### src/rtl/core/pbfl_pkg.sv
package pbfl_pkg;

	// default channel geometry
	localparam int SENSORS_DEF = 2;
	localparam int KEYS_DEF    = 7;

	// field and state widths
	localparam int SIG_W     = 16;
	localparam int FILT_W    = 22;
	localparam int FRAC_W    = 6;
	localparam int SUM_W     = 26;
	localparam int CNT_W     = 10;
	localparam int ALPHA_W   = 9;
	localparam int EN_W      = 14;
	localparam int EN_IDX_W  = 4;
	localparam int CFG_W     = 16;
	localparam int CFG_IDX_W = 3;

	localparam logic [FILT_W-1:0] FILT_MAX = {FILT_W{1'b1}};
	localparam logic [ALPHA_W-1:0] ALPHA_ONE = 9'd256;

	// register indexes
	localparam logic [CFG_IDX_W-1:0] REG_BASELINE_SAMPLES = 3'd0;
	localparam logic [CFG_IDX_W-1:0] REG_FILTER_ALPHA     = 3'd1;
	localparam logic [CFG_IDX_W-1:0] REG_IGNORE_LIMIT     = 3'd2;
	localparam logic [CFG_IDX_W-1:0] REG_CLOSED_THRESHOLD = 3'd3;
	localparam logic [CFG_IDX_W-1:0] REG_CHANNEL_ENABLE   = 3'd4;

	// register reset values
	localparam logic [CNT_W-1:0]   RST_BASELINE_SAMPLES = 10'd100;
	localparam logic [ALPHA_W-1:0] RST_FILTER_ALPHA     = 9'd205;
	localparam logic [SIG_W-1:0]   RST_IGNORE_LIMIT     = 16'd1000;
	localparam logic [SIG_W-1:0]   RST_CLOSED_THRESHOLD = 16'd300;
	localparam logic [EN_W-1:0]    RST_CHANNEL_ENABLE   = 14'd8079;

	typedef struct packed {
		logic             kind;
		logic             sensor;
		logic [2:0]       key;
		logic [SIG_W-1:0] signal;
	} in_item_t;

	typedef struct packed {
		logic              sensor_out;
		logic [2:0]        key_out;
		logic [FILT_W-1:0] filtered_delta;
		logic              closed;
		logic              baseline_ready;
		logic              active;
	} out_item_t;

	// controller to datapath
	typedef struct packed {
		logic load;
		logic decide;
		logic div_start;
		logic set_base;
		logic mul;
		logic acc;
		logic emit;
	} ctl_cmd_t;

	// datapath to controller
	typedef struct packed {
		logic clear;
		logic skip;
		logic base_done;
		logic form;
		logic div_done;
		logic out_free;
	} ctl_sts_t;

endpackage

### src/rtl/core/pbfl_div.sv
module pbfl_div (
	input  logic                       clk,
	input  logic                       arst_n,
	input  logic                       start,
	input  logic [pbfl_pkg::SUM_W-1:0] dividend,
	input  logic [pbfl_pkg::CNT_W-1:0] divisor,
	output logic                       done,
	output logic [pbfl_pkg::SUM_W-1:0] quotient
);
	import pbfl_pkg::*;

	localparam int STEP_W = $clog2(SUM_W);

	logic              busy_q;
	logic              done_q;
	logic [STEP_W-1:0] step_q;
	logic [CNT_W-1:0]  rem_q;
	logic [CNT_W-1:0]  div_q;
	logic [SUM_W-1:0]  quo_q;

	logic [CNT_W:0] trial;
	logic           ge;

	// one restoring step: shift in next dividend bit, subtract if it fits
	always_comb begin
		trial = {rem_q, quo_q[SUM_W-1]};
		ge    = trial >= {1'b0, div_q};
	end

	always_ff @(posedge clk or negedge arst_n) begin
		if (!arst_n) begin
			busy_q <= 1'b0;
			done_q <= 1'b0;
			step_q <= '0;
		end else begin
			done_q <= 1'b0;
			if (start) begin
				busy_q <= 1'b1;
				step_q <= STEP_W'(SUM_W - 1);
			end else if (busy_q) begin
				if (step_q == '0) begin
					busy_q <= 1'b0;
					done_q <= 1'b1;
				end else begin
					step_q <= step_q - 1'b1;
				end
			end
		end
	end

	// remainder and quotient shift register
	always_ff @(posedge clk) begin
		if (start) begin
			rem_q <= '0;
			div_q <= divisor;
			quo_q <= dividend;
		end else if (busy_q) begin
			rem_q <= ge ? CNT_W'(trial - {1'b0, div_q}) : trial[CNT_W-1:0];
			quo_q <= {quo_q[SUM_W-2:0], ge};
		end
	end

	assign done     = done_q;
	assign quotient = quo_q;

endmodule

### src/rtl/core/pbfl_ctrl.sv
module pbfl_ctrl (
	input  logic               clk,
	input  logic               arst_n,
	input  logic               start,
	input  pbfl_pkg::ctl_sts_t sts,
	output pbfl_pkg::ctl_cmd_t cmd,
	output logic               busy
);
	import pbfl_pkg::*;

	typedef enum logic [2:0] {
		S_IDLE,
		S_DECIDE,
		S_DIV,
		S_MUL,
		S_ACC,
		S_OUT
	} state_t;

	state_t state_q;
	logic   busy_q;

	// commands decoded from the current state
	always_comb begin
		cmd = '0;
		case (state_q)
			S_IDLE: begin
				cmd.load = start;
			end
			S_DECIDE: begin
				cmd.decide    = 1'b1;
				cmd.div_start = !sts.clear && !sts.skip && !sts.base_done && sts.form;
			end
			S_DIV: begin
				cmd.set_base = sts.div_done;
			end
			S_MUL: begin
				cmd.mul = 1'b1;
			end
			S_ACC: begin
				cmd.acc = 1'b1;
			end
			S_OUT: begin
				cmd.emit = sts.out_free;
			end
			default: begin
				cmd = '0;
			end
		endcase
	end

	// state and busy flag
	always_ff @(posedge clk or negedge arst_n) begin
		if (!arst_n) begin
			state_q <= S_IDLE;
			busy_q  <= 1'b0;
		end else begin
			case (state_q)
				S_IDLE: begin
					if (start) begin
						state_q <= S_DECIDE;
						busy_q  <= 1'b1;
					end
				end
				S_DECIDE: begin
					if (sts.clear || sts.skip) begin
						state_q <= S_OUT;
					end else if (!sts.base_done) begin
						state_q <= sts.form ? S_DIV : S_OUT;
					end else begin
						state_q <= S_MUL;
					end
				end
				S_DIV: begin
					if (sts.div_done) begin
						state_q <= S_OUT;
					end
				end
				S_MUL: begin
					state_q <= S_ACC;
				end
				S_ACC: begin
					state_q <= S_OUT;
				end
				S_OUT: begin
					if (sts.out_free) begin
						state_q <= S_IDLE;
						busy_q  <= 1'b0;
					end
				end
				default: begin
					state_q <= S_IDLE;
					busy_q  <= 1'b0;
				end
			endcase
		end
	end

	assign busy = busy_q;

endmodule

### src/rtl/core/pbfl_dp.sv
module pbfl_dp #(
	parameter int SENSORS = pbfl_pkg::SENSORS_DEF,
	parameter int KEYS    = pbfl_pkg::KEYS_DEF
) (
	input  logic                           clk,
	input  logic                           arst_n,
	input  logic                           cfg_we,
	input  logic [pbfl_pkg::CFG_IDX_W-1:0] cfg_addr,
	input  logic [pbfl_pkg::CFG_W-1:0]     cfg_data,
	input  pbfl_pkg::in_item_t             in_data,
	input  pbfl_pkg::ctl_cmd_t             cmd,
	output pbfl_pkg::ctl_sts_t             sts,
	output logic                           out_valid,
	input  logic                           out_stall,
	output pbfl_pkg::out_item_t            out_data
);
	import pbfl_pkg::*;

	localparam int NCH   = SENSORS * KEYS;
	localparam int CH_W  = (NCH > 1) ? $clog2(NCH) : 1;
	localparam int CHX_W = CH_W + 5;
	localparam int PA_W  = ALPHA_W + SIG_W;
	localparam int PF_W  = ALPHA_W + FILT_W;
	localparam int ACC_W = PF_W + 1;

	// configuration registers
	logic [CNT_W-1:0]   base_samples_q;
	logic [ALPHA_W-1:0] alpha_q;
	logic [SIG_W-1:0]   ignore_q;
	logic [SIG_W-1:0]   thresh_q;
	logic [EN_W-1:0]    enable_q;

	// per-channel state
	logic [SUM_W-1:0]  sum_q  [NCH];
	logic [CNT_W-1:0]  cnt_q  [NCH];
	logic [SIG_W-1:0]  base_q [NCH];
	logic              bd_q   [NCH];
	logic [FILT_W-1:0] fv_q   [NCH];
	logic              cl_q   [NCH];

	// item in flight
	in_item_t          item_s1;
	logic [CH_W-1:0]   ch_s1;
	logic              skip_s1;
	logic              zero_s1;
	logic              act_s1;
	logic [SIG_W-1:0]  delta_s1;
	logic [PA_W-1:0]   pa_s2;
	logic [PF_W-1:0]   pf_s2;

	out_item_t out_q;
	logic      out_valid_q;

	logic [CHX_W-1:0]   chx;
	logic               in_rng;
	logic               in_en;
	logic [SUM_W-1:0]   rd_sum;
	logic [CNT_W-1:0]   rd_cnt;
	logic [SIG_W-1:0]   rd_base;
	logic               rd_bd;
	logic [FILT_W-1:0]  rd_fv;
	logic               rd_cl;
	logic [SUM_W-1:0]   new_sum;
	logic [CNT_W-1:0]   new_cnt;
	logic [CNT_W-1:0]   need;
	logic [SIG_W:0]     diff;
	logic [SIG_W-1:0]   delta;
	logic [ALPHA_W-1:0] alpha_sat;
	logic [ACC_W-1:0]   acc;
	logic [ACC_W-9:0]   acc_sh;
	logic [FILT_W-1:0]  fnew;
	logic               div_done;
	logic [SUM_W-1:0]   quot;

	// configuration writes
	always_ff @(posedge clk or negedge arst_n) begin
		if (!arst_n) begin
			base_samples_q <= RST_BASELINE_SAMPLES;
			alpha_q        <= RST_FILTER_ALPHA;
			ignore_q       <= RST_IGNORE_LIMIT;
			thresh_q       <= RST_CLOSED_THRESHOLD;
			enable_q       <= RST_CHANNEL_ENABLE;
		end else if (cfg_we) begin
			case (cfg_addr)
				REG_BASELINE_SAMPLES: base_samples_q <= cfg_data[CNT_W-1:0];
				REG_FILTER_ALPHA:     alpha_q        <= cfg_data[ALPHA_W-1:0];
				REG_IGNORE_LIMIT:     ignore_q       <= cfg_data[SIG_W-1:0];
				REG_CLOSED_THRESHOLD: thresh_q       <= cfg_data[SIG_W-1:0];
				REG_CHANNEL_ENABLE:   enable_q       <= cfg_data[EN_W-1:0];
				default: begin
				end
			endcase
		end
	end

	// channel number and its checks for the incoming beat
	always_comb begin
		chx    = CHX_W'(in_data.sensor) * CHX_W'(KEYS) + CHX_W'(in_data.key);
		in_rng = (int'(in_data.sensor) < SENSORS) && (int'(in_data.key) < KEYS);
		in_en  = (int'(chx) < EN_W) && enable_q[chx[EN_IDX_W-1:0]];
	end

	// capture the item
	always_ff @(posedge clk) begin
		if (cmd.load) begin
			item_s1 <= in_data;
			ch_s1   <= in_rng ? chx[CH_W-1:0] : '0;
			skip_s1 <= !(in_rng && in_en);
			zero_s1 <= in_data.kind || !in_rng;
		end
	end

	// channel state reads
	always_comb begin
		rd_sum  = sum_q[ch_s1];
		rd_cnt  = cnt_q[ch_s1];
		rd_base = base_q[ch_s1];
		rd_bd   = bd_q[ch_s1];
		rd_fv   = fv_q[ch_s1];
		rd_cl   = cl_q[ch_s1];
	end

	// baseline accumulation and the count that forms it
	always_comb begin
		new_sum = rd_sum + SUM_W'(item_s1.signal);
		new_cnt = rd_cnt + 1'b1;
		need    = (base_samples_q == '0) ? CNT_W'(1) : base_samples_q;
	end

	// delta against baseline, zeroed when negative or past the ignore limit
	always_comb begin
		diff  = {1'b0, item_s1.signal} - {1'b0, rd_base};
		delta = (diff[SIG_W] || diff[SIG_W-1:0] > ignore_q) ? '0 : diff[SIG_W-1:0];
	end

	// filter update: weighted sum, round half up, saturate
	always_comb begin
		alpha_sat = (alpha_q > ALPHA_ONE) ? ALPHA_ONE : alpha_q;
		acc       = ACC_W'({pa_s2, {FRAC_W{1'b0}}}) + ACC_W'(pf_s2) + ACC_W'(128);
		acc_sh    = acc[ACC_W-1:8];
		fnew      = (acc_sh > (ACC_W-8)'(FILT_MAX)) ? FILT_MAX : acc_sh[FILT_W-1:0];
	end

	pbfl_div u_div (
		.clk      (clk),
		.arst_n   (arst_n),
		.start    (cmd.div_start),
		.dividend (new_sum),
		.divisor  (new_cnt),
		.done     (div_done),
		.quotient (quot)
	);

	// delta, products and the active flag
	always_ff @(posedge clk) begin
		if (cmd.decide) begin
			delta_s1 <= delta;
			act_s1   <= !item_s1.kind && !skip_s1 && rd_bd;
		end
		if (cmd.mul) begin
			pa_s2 <= PA_W'(alpha_sat) * PA_W'(delta_s1);
			pf_s2 <= PF_W'(ALPHA_ONE - alpha_sat) * PF_W'(rd_fv);
		end
	end

	// per-channel state with reset
	always_ff @(posedge clk or negedge arst_n) begin
		if (!arst_n) begin
			for (int i = 0; i < NCH; i++) begin
				sum_q[i] <= '0;
				cnt_q[i] <= '0;
				bd_q[i]  <= 1'b0;
				fv_q[i]  <= '0;
				cl_q[i]  <= 1'b0;
			end
		end else begin
			if (cmd.decide && item_s1.kind) begin
				for (int i = 0; i < NCH; i++) begin
					cl_q[i] <= 1'b0;
				end
			end else if (cmd.decide && !skip_s1 && !rd_bd) begin
				sum_q[ch_s1] <= new_sum;
				cnt_q[ch_s1] <= new_cnt;
			end
			if (cmd.set_base) begin
				bd_q[ch_s1] <= 1'b1;
			end
			if (cmd.acc) begin
				fv_q[ch_s1] <= fnew;
				if (fnew[FILT_W-1:FRAC_W] >= thresh_q) begin
					cl_q[ch_s1] <= 1'b1;
				end
			end
		end
	end

	// baseline store, written once its mean is formed
	always_ff @(posedge clk) begin
		if (cmd.set_base) begin
			base_q[ch_s1] <= quot[SIG_W-1:0];
		end
	end

	// output register
	always_ff @(posedge clk or negedge arst_n) begin
		if (!arst_n) begin
			out_valid_q <= 1'b0;
		end else if (cmd.emit) begin
			out_valid_q <= 1'b1;
		end else if (!out_stall) begin
			out_valid_q <= 1'b0;
		end
	end

	always_ff @(posedge clk) begin
		if (cmd.emit) begin
			out_q.sensor_out     <= item_s1.sensor;
			out_q.key_out        <= item_s1.key;
			out_q.filtered_delta <= zero_s1 ? '0 : rd_fv;
			out_q.closed         <= zero_s1 ? 1'b0 : rd_cl;
			out_q.baseline_ready <= zero_s1 ? 1'b0 : rd_bd;
			out_q.active         <= act_s1;
		end
	end

	always_comb begin
		sts.clear     = item_s1.kind;
		sts.skip      = skip_s1;
		sts.base_done = rd_bd;
		sts.form      = new_cnt >= need;
		sts.div_done  = div_done;
		sts.out_free  = !out_valid_q || !out_stall;
	end

	assign out_valid = out_valid_q;
	assign out_data  = out_q;

endmodule

### src/rtl/core/proximity_baseline_filter_latch.sv
// Baseline-subtracting proximity filter with a closed latch per channel.
// Each beat carries one key sample (or a clear-all-latches command); every
// beat gives exactly one result. An item is worked on alone: a sample on a
// filtering channel passes decide, multiply, accumulate and output after
// acceptance; a baseline sample, a clear or a skipped channel only decide and
// output. The sample that completes a baseline also waits in a divide state
// while the 26-step restoring divider forms the mean. Input stall is high while
// an item is in work; the next item is taken as soon as the result has moved
// into the output register, even if that register still waits downstream.
module proximity_baseline_filter_latch #(
	parameter int SENSORS = pbfl_pkg::SENSORS_DEF,
	parameter int KEYS    = pbfl_pkg::KEYS_DEF
) (
	input  logic                           clk,
	input  logic                           arst_n,
	input  logic                           cfg_we,
	input  logic [pbfl_pkg::CFG_IDX_W-1:0] cfg_addr,
	input  logic [pbfl_pkg::CFG_W-1:0]     cfg_data,
	input  logic                           in_valid,
	output logic                           in_stall,
	input  pbfl_pkg::in_item_t             in_data,
	output logic                           out_valid,
	input  logic                           out_stall,
	output pbfl_pkg::out_item_t            out_data
);
	import pbfl_pkg::*;

	ctl_cmd_t cmd;
	ctl_sts_t sts;
	logic     busy;
	logic     in_accept;

	// input beat taken only while the controller is free
	assign in_stall  = busy;
	assign in_accept = in_valid && !busy;

	pbfl_ctrl u_ctrl (
		.clk    (clk),
		.arst_n (arst_n),
		.start  (in_accept),
		.sts    (sts),
		.cmd    (cmd),
		.busy   (busy)
	);

	pbfl_dp #(
		.SENSORS (SENSORS),
		.KEYS    (KEYS)
	) u_dp (
		.clk       (clk),
		.arst_n    (arst_n),
		.cfg_we    (cfg_we),
		.cfg_addr  (cfg_addr),
		.cfg_data  (cfg_data),
		.in_data   (in_data),
		.cmd       (cmd),
		.sts       (sts),
		.out_valid (out_valid),
		.out_stall (out_stall),
		.out_data  (out_data)
	);

`ifndef NO_ASSERTIONS
	// one item at a time: an accepted beat blocks the next cycle
	assert property (@(posedge clk) disable iff (!arst_n)
		in_accept |=> in_stall)
		else $error("input accepted while an item is in work");

	// a filtered result always comes from a formed baseline
	assert property (@(posedge clk) disable iff (!arst_n)
		out_valid && out_data.active |-> out_data.baseline_ready)
		else $error("active result without baseline");

	// a result is only loaded while the item is still in work
	assert property (@(posedge clk) disable iff (!arst_n)
		$rose(out_valid) |-> $past(busy))
		else $error("result appeared with no item in work");
`endif

endmodule

### config.mk
export PLATFORM = sky130hd
export DESIGN_NAME = proximity_baseline_filter_latch
export DESIGN_NICKNAME = d
export VERILOG_FILES = /design/src/rtl/core/pbfl_pkg.sv /design/src/rtl/core/pbfl_div.sv /design/src/rtl/core/pbfl_ctrl.sv /design/src/rtl/core/pbfl_dp.sv /design/src/rtl/core/proximity_baseline_filter_latch.sv
export SDC_FILE = /design/constraint.sdc
export NUM_CORES = 2
export LEC_CHECK = 0
export BUFFER_PORTS_ARGS = -buffer_cell sky130_fd_sc_hd__buf_2
export CAP_MARGIN = 15
export CORE_ASPECT_RATIO = 1.25
export CORE_MARGIN = 5
export CORE_UTILIZATION = 59
export CTS_BUF_LIST = sky130_fd_sc_hd__clkbuf_4 sky130_fd_sc_hd__clkbuf_8
export CTS_CLUSTER_DIAMETER = 50
export DETAILED_ROUTE_END_ITERATION = 7
export GPL_TIMING_DRIVEN = 0
export PLACE_DENSITY_LB_ADDON = 0.08
export SLEW_MARGIN = 10
export SYNTH_ARGS = -nofsm -noshare
export SYNTH_HDL_FRONTEND = slang
export SYNTH_SLANG_ARGS = --single-unit
### constraint.sdc
create_clock -name clk -period 9 [get_ports clk]
set_input_delay 0.45 -clock clk [delete_from_list [all_inputs] [get_ports clk]]
set_output_delay 0.45 -clock clk [all_outputs]
set_load 0.1 [all_outputs]
[Yosys cells after proc, flatten, opt, wreduce, memory -nomap -nowiden]
Memories as Yosys holds them, arrays and structs flattened. A register that Yosys moved wholly into a read port is not among the register bits.
Index checks and enable logic that the tools add are counted.
Word-level totals
  word-level logic and storage cells: 250
  output and inout port bits: 31
  memories kept: 1
  bits of input ports: 45
  bits in read-only memories: 0
  flip-flop bits (word level): 1092
  latch bits: 0
  bits in writable memories: 224
Operators by class
  multiplexer cells: 68
  equality and inequality tests: 14
  $add $sub $neg: 9
  divide/modulo/power cells: 0
  magnitude comparators: 11
  reductions and logical operators: 38
  bitwise gates (word level): 5
  multipliers: 3
  shifts and indexed selects: 0
Memory list
  u_dp.base_q: words 14, bits a word 16, read ports 1, clocked after Yosys merged registers in 1, wr ports 1, line pbfl_dp.sv:36  | logic [SIG_W-1:0] base_q [NCH];
Operators with widths (number)
  bitwise mux 364 bit: 1
  bitwise mux 308 bit: 1
  bitwise mux 140 bit: 1
  2-to-1 mux 26 bit: 5
  binary-select mux 26 bit (select 4 bit): 1
  demux 26 bit (select 4 bit): 1
  binary-select mux 22 bit (select 4 bit): 1
  demux 22 bit (select 4 bit): 1
  2-to-1 mux 22 bit: 4
  2-to-1 mux 10 bit: 5
  2-to-1 mux 14 bit: 3
  binary-select mux 10 bit (select 4 bit): 1
  demux 10 bit (select 4 bit): 1
  adder 31 x 31 -> 32 bit: 1
  adder 32 x 8 -> 32 bit (second input constant): 1
  multiplier 31 x 22 -> 31 bit: 1
  OR 14 bit: 2
  adder 26 x 16 -> 26 bit: 1
  multiplier 9 x 16 -> 25 bit: 1
  > comparator 24 x 22 -> 1 bit (second input constant): 1
  2-to-1 mux 1 bit: 23
  2-to-1 mux 3 bit: 6
  case mux 3 bit (6 select lines): 1
  subtractor 16 x 16 -> 17 bit: 1
  other kinds (40): 83

[Logic depth before layout (Yosys ltp)]
  depth in word-level cells: 13
  mapped depth: 37
  depth with buffers taken out: 30

[By module]
Synthesis repeated with hierarchy kept, for this count alone.
Unflattened totals
  cell total of the unflattened synthesis: 6267
  area, all modules: 70851.7 um2
By module, submodules not included
  pbfl_dp: seq. area each 33206.8 um2, cells an instance 6001, instances 1, area an instance 67792.5 um2
  pbfl_div: seq. area each 1456.4 um2, cells an instance 230, instances 1, area an instance 2723.9 um2
  pbfl_ctrl: seq. area each 100.1 um2, cells an instance 35, instances 1, area an instance 321.6 um2
  proximity_baseline_filter_latch: seq. area each 0.0 um2, cells an instance 1, instances 1, area an instance 13.8 um2

[Worst setup path after synthesis]
Ideal clock, no wire load.
  path type: reg-to-reg
  start: reg u_dp.ch_s1[0]
  end: reg u_dp.pf_s2[30] (data pin)
  buffers on the path: 8
  stages on the path, launching flop included: 34
  slack: -0.157 ns
  library setup time: 0.260 ns
  arrival time: 8.898 ns
  period minus slack after synthesis: 9.157 ns
  data required time: 8.740 ns
  path through: edfxtp_1 > buf_6 > buf_6 > buf_6 > buf_6 > buf_6 > buf_6 > buf_6 > buf_2 > mux4_2 > mux2i_1 > o21ai_0 > a221oi_2 > nor2_1 > fa_1 > fa_1 > fa_1 > fa_1 > inv_1 > fa_1 > inv_1 > fa_1 > inv_1 > fa_1 > inv_1 > ha_1 > a211oi_1 > nand2_1 > or4_1 > o21ai_2 > o21ai_1 > o41ai_1 > o21bai_1 > xnor2_1
Between the ends
  longest elaborated chain between the ends: 5
RTL lines
  start: declaration: line pbfl_dp.sv:43  | logic [CH_W-1:0] ch_s1;
  start signal: assignment: line pbfl_dp.sv:107  | ch_s1 <= in_rng ? chx[CH_W-1:0] : '0;
  inverter 4 -> 5 bit (not written as such): line pbfl_dp.sv:119  | rd_fv = fv_q[ch_s1];
  binary-select mux 22 bit (select 4 bit): line pbfl_dp.sv:119
  2-to-1 mux 22 bit (not written as such) (2 in series): line pbfl_dp.sv:119
  multiplier 31 x 22 -> 31 bit: line pbfl_dp.sv:162  | pf_s2 <= PF_W'(ALPHA_ONE - alpha_sat) * PF_W'(rd_fv);
  end signal: assignment: line pbfl_dp.sv:162
  end: declaration: line pbfl_dp.sv:49  | logic [PF_W-1:0] pf_s2;
No other way between the ends. The select of a mux whose other input is x is not followed.
A chain may end at the register's enable or synchronous reset.

[Worst setup path in the final report]
  start: reg u_dp.ch_s1[0]
  end: reg u_dp.pf_s2[29] (data pin)
Same word-level chain as after synthesis.

==> results.sh <==
export IMPL_cts_num_sinks=1314
export IMPL_synth_area_leaders="sky130_fd_sc_hd__dfrtp_1, sky130_fd_sc_hd__edfxtp_1, sky130_fd_sc_hd__fa_1, sky130_fd_sc_hd__mux4_2, sky130_fd_sc_hd__ha_1"
export IMPL_core_rowCount=143
export IMPL_die_x_um=323
export IMPL_post_synth_inst_count=6326
export IMPL_cts_htree_levels=4
export IMPL_avgSynthCellArea_um2=11.4
export IMPL_finalCritPeriodShare=0.994
export IMPL_placeableCoreArea_mm2=0.122
export IMPL_clk_pin_slew_ns=0.06
export IMPL_avgRoutedWirePerCell_um=25.9
export IMPL_initial_core_util=0.595
export IMPL_maxClockFrequency_ghz=0.112
export IMPL_arrival_time_at_the_worst_endpoint_ns=9.68
export IMPL_route_vias_total=52200
export IMPL_yosysMostFrequentCell="sky130_fd_sc_hd__dfrtp_1"
export IMPL_report_final_setup_viol=0
export IMPL_clock_skew_ns=0.0560
export IMPL_crit_top_cell="sky130_fd_sc_hd__fa_1"
export IMPL_die_y_um=402
export IMPL_synth_edff_count=383
export IMPL_drt_vias_per_instance=6.08
export IMPL_wirelength_met1_um=80200
export IMPL_ys_flop_type="sky130_fd_sc_hd__dfrtp_1"
export IMPL_critical_path_max_fanout=10
export IMPL_detailroute_wirelength_met2_um=109000
export IMPL_grt_max_degree=134
export IMPL_global_route_usage_total=0.346
export IMPL_synth_top_area_cell="sky130_fd_sc_hd__dfrtp_1"
export IMPL_timing_critical_path_slowest_stage_cell="sky130_fd_sc_hd__a222oi_1"
export IMPL_firstDrtPassIters=6
export IMPL_worst_slew_pin_transition_ns=1.29
export IMPL_crit_buf_inv=12
export IMPL_fillers=9237
export IMPL_wirelength_um=222000
export IMPL_num_io_pins=76
export IMPL_worst_r2r_setup_slack_ns=0.06
export IMPL_die_area_mm2=0.130
export IMPL_layout_drive_gt1_share=0.189
export IMPL_worstSetupPathType="flop to flop"
export IMPL_dpl_instance_area_mm2=0.0755
export IMPL_synthArstFlopShare=0.698
export IMPL_antenna_found_initial=3
export IMPL_hp_class="primary input to asynchronous set/reset pin"
export IMPL_synth_cells_most_frequent="sky130_fd_sc_hd__dfrtp_1, sky130_fd_sc_hd__nand2_1, sky130_fd_sc_hd__nor2_1"
export IMPL_placed_wire_length_estimate_after_detailed_placement_um=163000
export IMPL_gp_congestion=0.939
export IMPL_worst_path_dominant_cell_family="adder cells"
export IMPL_cts_root_buf="sky130_fd_sc_hd__clkbuf_8"
export IMPL_start_kind="flop"
export IMPL_post_route_min_period_ns=8.94
export IMPL_flip_flop_and_latch_count_after_synthesis=1314
export IMPL_endpoint_kind="flop"
export IMPL_timing_max_cap_violations=0
export IMPL_cts_buffers=203
export IMPL_pre_cts_slack_ns=-3.64
export IMPL_worst_endpoint_required_ns=9.74
export IMPL_topRoutingLayerUsed="met4"
export IMPL_synthToLayoutAreaGrowth_pct=13.9
export IMPL_first_global_vias=54000
export IMPL_synth_seq_area_share=0.480
export IMPL_final_core_util=0.678
export IMPL_ant_nets=0
export IMPL_final_critical_path_setup_slack_ns=0.0568
export IMPL_finalMaxSlewViolations=0
export IMPL_yosys_warnings=0
export IMPL_critPathMaxStageDelay_ns=0.67
export IMPL_yosysUniqueCellTypes=85
export IMPL_multiInputGateArea_mm2=0.0348
export IMPL_status="completed"
export IMPL_final_hold_worst_slack_ns=0.0946
export IMPL_io_buffers=75
export IMPL_clkLatencyLatePin_ns=0.96
export IMPL_final_cell_area_mm2=0.0825
export IMPL_global_route_overflow_total=0
export IMPL_synth_top_area_frac=0.307
export IMPL_drc_errors=0
export IMPL_ctsLongestPathBuffers=3
export IMPL_cts_tree="yes"
export IMPL_sequential_area_mm2=0.0348
export IMPL_drt_iter0_markers=5089
export IMPL_grt_first_pass_wirelength_um=334000
export IMPL_timing_slew_headroom=0.140
export IMPL_fin_nets=7475
export IMPL_final_hold_violation_count=0
export IMPL_met3_length_um=16800
export IMPL_post_synth_instance_area_mm2=0.0724
path summary, 6_finish.rpt:
check	startpoint	end	cells past startpoint
max	u_dp.ch_s1[0]$_SDFFCE_PP0P_	u_dp.pf_s2[29]$_DFFE_PP_	31
min	arst_n	u_dp.sum_q[305]$_DFFE_PN0P_	2
max reg2reg	u_dp.ch_s1[0]$_SDFFCE_PP0P_	u_dp.pf_s2[29]$_DFFE_PP_	31
min reg2reg	u_dp.item_s1[16]$_DFFE_PP_	u_dp.out_data[25]$_DFFE_PP_	0
max in group asynchronous	arst_n	u_dp.cnt_q[26]$_DFFE_PN0P_	4
min in group clk	in_data[1]	u_dp.item_s1[1]$_DFFE_PP_	2
through the flow:
step                      instances   TNS, ns
after global placement         8039         -
after detailed placement       8071    -85.97
final                          8588         0
after global routing           8585  -0.00276
after floorplan                6369         0
after CTS                      8560    -0.429
sequential cells by signal, summed over array words and instances (netlist names), 20 cells and up, named ones only:
register / flops
u_dp.sum_q: 364
u_dp.fv_q: 308
u_dp.base_q: 224
u_dp.cnt_q: 140
u_dp.out_data: 29
u_dp.u_div.quotient: 26
u_dp.pa_s2: 25
u_dp.pf_s2: 25
u_dp.item_s1: 20
layout by cell type (no fill, tap or decap), types with 57 or more instances in the layout:
master / instances
sky130_fd_sc_hd__edfxtp_1: 383
sky130_fd_sc_hd__nor2_1: 524
sky130_fd_sc_hd__inv_1: 531
sky130_fd_sc_hd__clkbuf_1: 232
sky130_fd_sc_hd__a21oi_1: 428
sky130_fd_sc_hd__mux2_2: 196
sky130_fd_sc_hd__clkbuf_8: 257
sky130_fd_sc_hd__buf_2: 122
sky130_fd_sc_hd__ha_1: 254
sky130_fd_sc_hd__mux4_2: 228
sky130_fd_sc_hd__mux2i_1: 101
sky130_fd_sc_hd__nor2b_1: 61
sky130_fd_sc_hd__o21ai_0: 488
sky130_fd_sc_hd__and2_1: 91
sky130_fd_sc_hd__dfrtp_1: 888
sky130_fd_sc_hd__buf_4: 103
sky130_fd_sc_hd__fa_1: 338
sky130_fd_sc_hd__xor2_1: 57
sky130_fd_sc_hd__clkbuf_4: 82
sky130_fd_sc_hd__nand2_1: 702
sky130_fd_sc_hd__xnor2_1: 87
cell families after synthesis:
kind of cell | synth area share
simple gates | 0.0949
flops | 0.480
compound gates | 0.0925
buf+inv | 0.0526
fa+ha+maj | 0.142
mux | 0.119
xor+xnor | 0.0189
other cells | 0.000104
worst reg2reg max path, delay by kind of cell, from the launching register on:
| kind | cells | cell delay [ns] |
|---|---|---|
| AOI/OAI and AO/OA | 4 | 1.17 |
| buffers and inverters | 12 | 1.58 |
| and+or+nand+nor | 6 | 1.45 |
| DFF | 1 | 0.38 |
| adders and majority gates | 8 | 3.87 |
| xor gates and xnor gates | 1 | 0.29 |
routing by layer:
metal	track usage	up-vias
met1	0.421	26600
met3	0.0697	724
li1	-	22600
met5	0	-
met2	0.569	2305
met4	0.210	0
area by class of cell:
cell class	count	share of cell area
antenna	5	0.000152
buffer	381	0.0250
clock buffer	330	0.0494
clock inverter	47	0.00543
inverter	541	0.0246
multi-input combinational	4122	0.422
sequential	1314	0.422
tap	1595	0.0242
timing repair buffer	253	0.0276
timing repair:
| item | in CTS | in global routing |
|---|---|---|
| hold buffers | 49 | 0 |
| endpoints found under the setup margin | 121 | 15 |
| resized for setup | 229 | 59 |
| endpoints found under the hold margin | 196 | 0 |
| setup buffers | 66 | 29 |
| cloned | 1 | 0 |
| pin swaps | 37 | 43 |
Power is not shown: default switching activity piles up to over one toggle a cycle in this logic, so the estimate is an artifact.
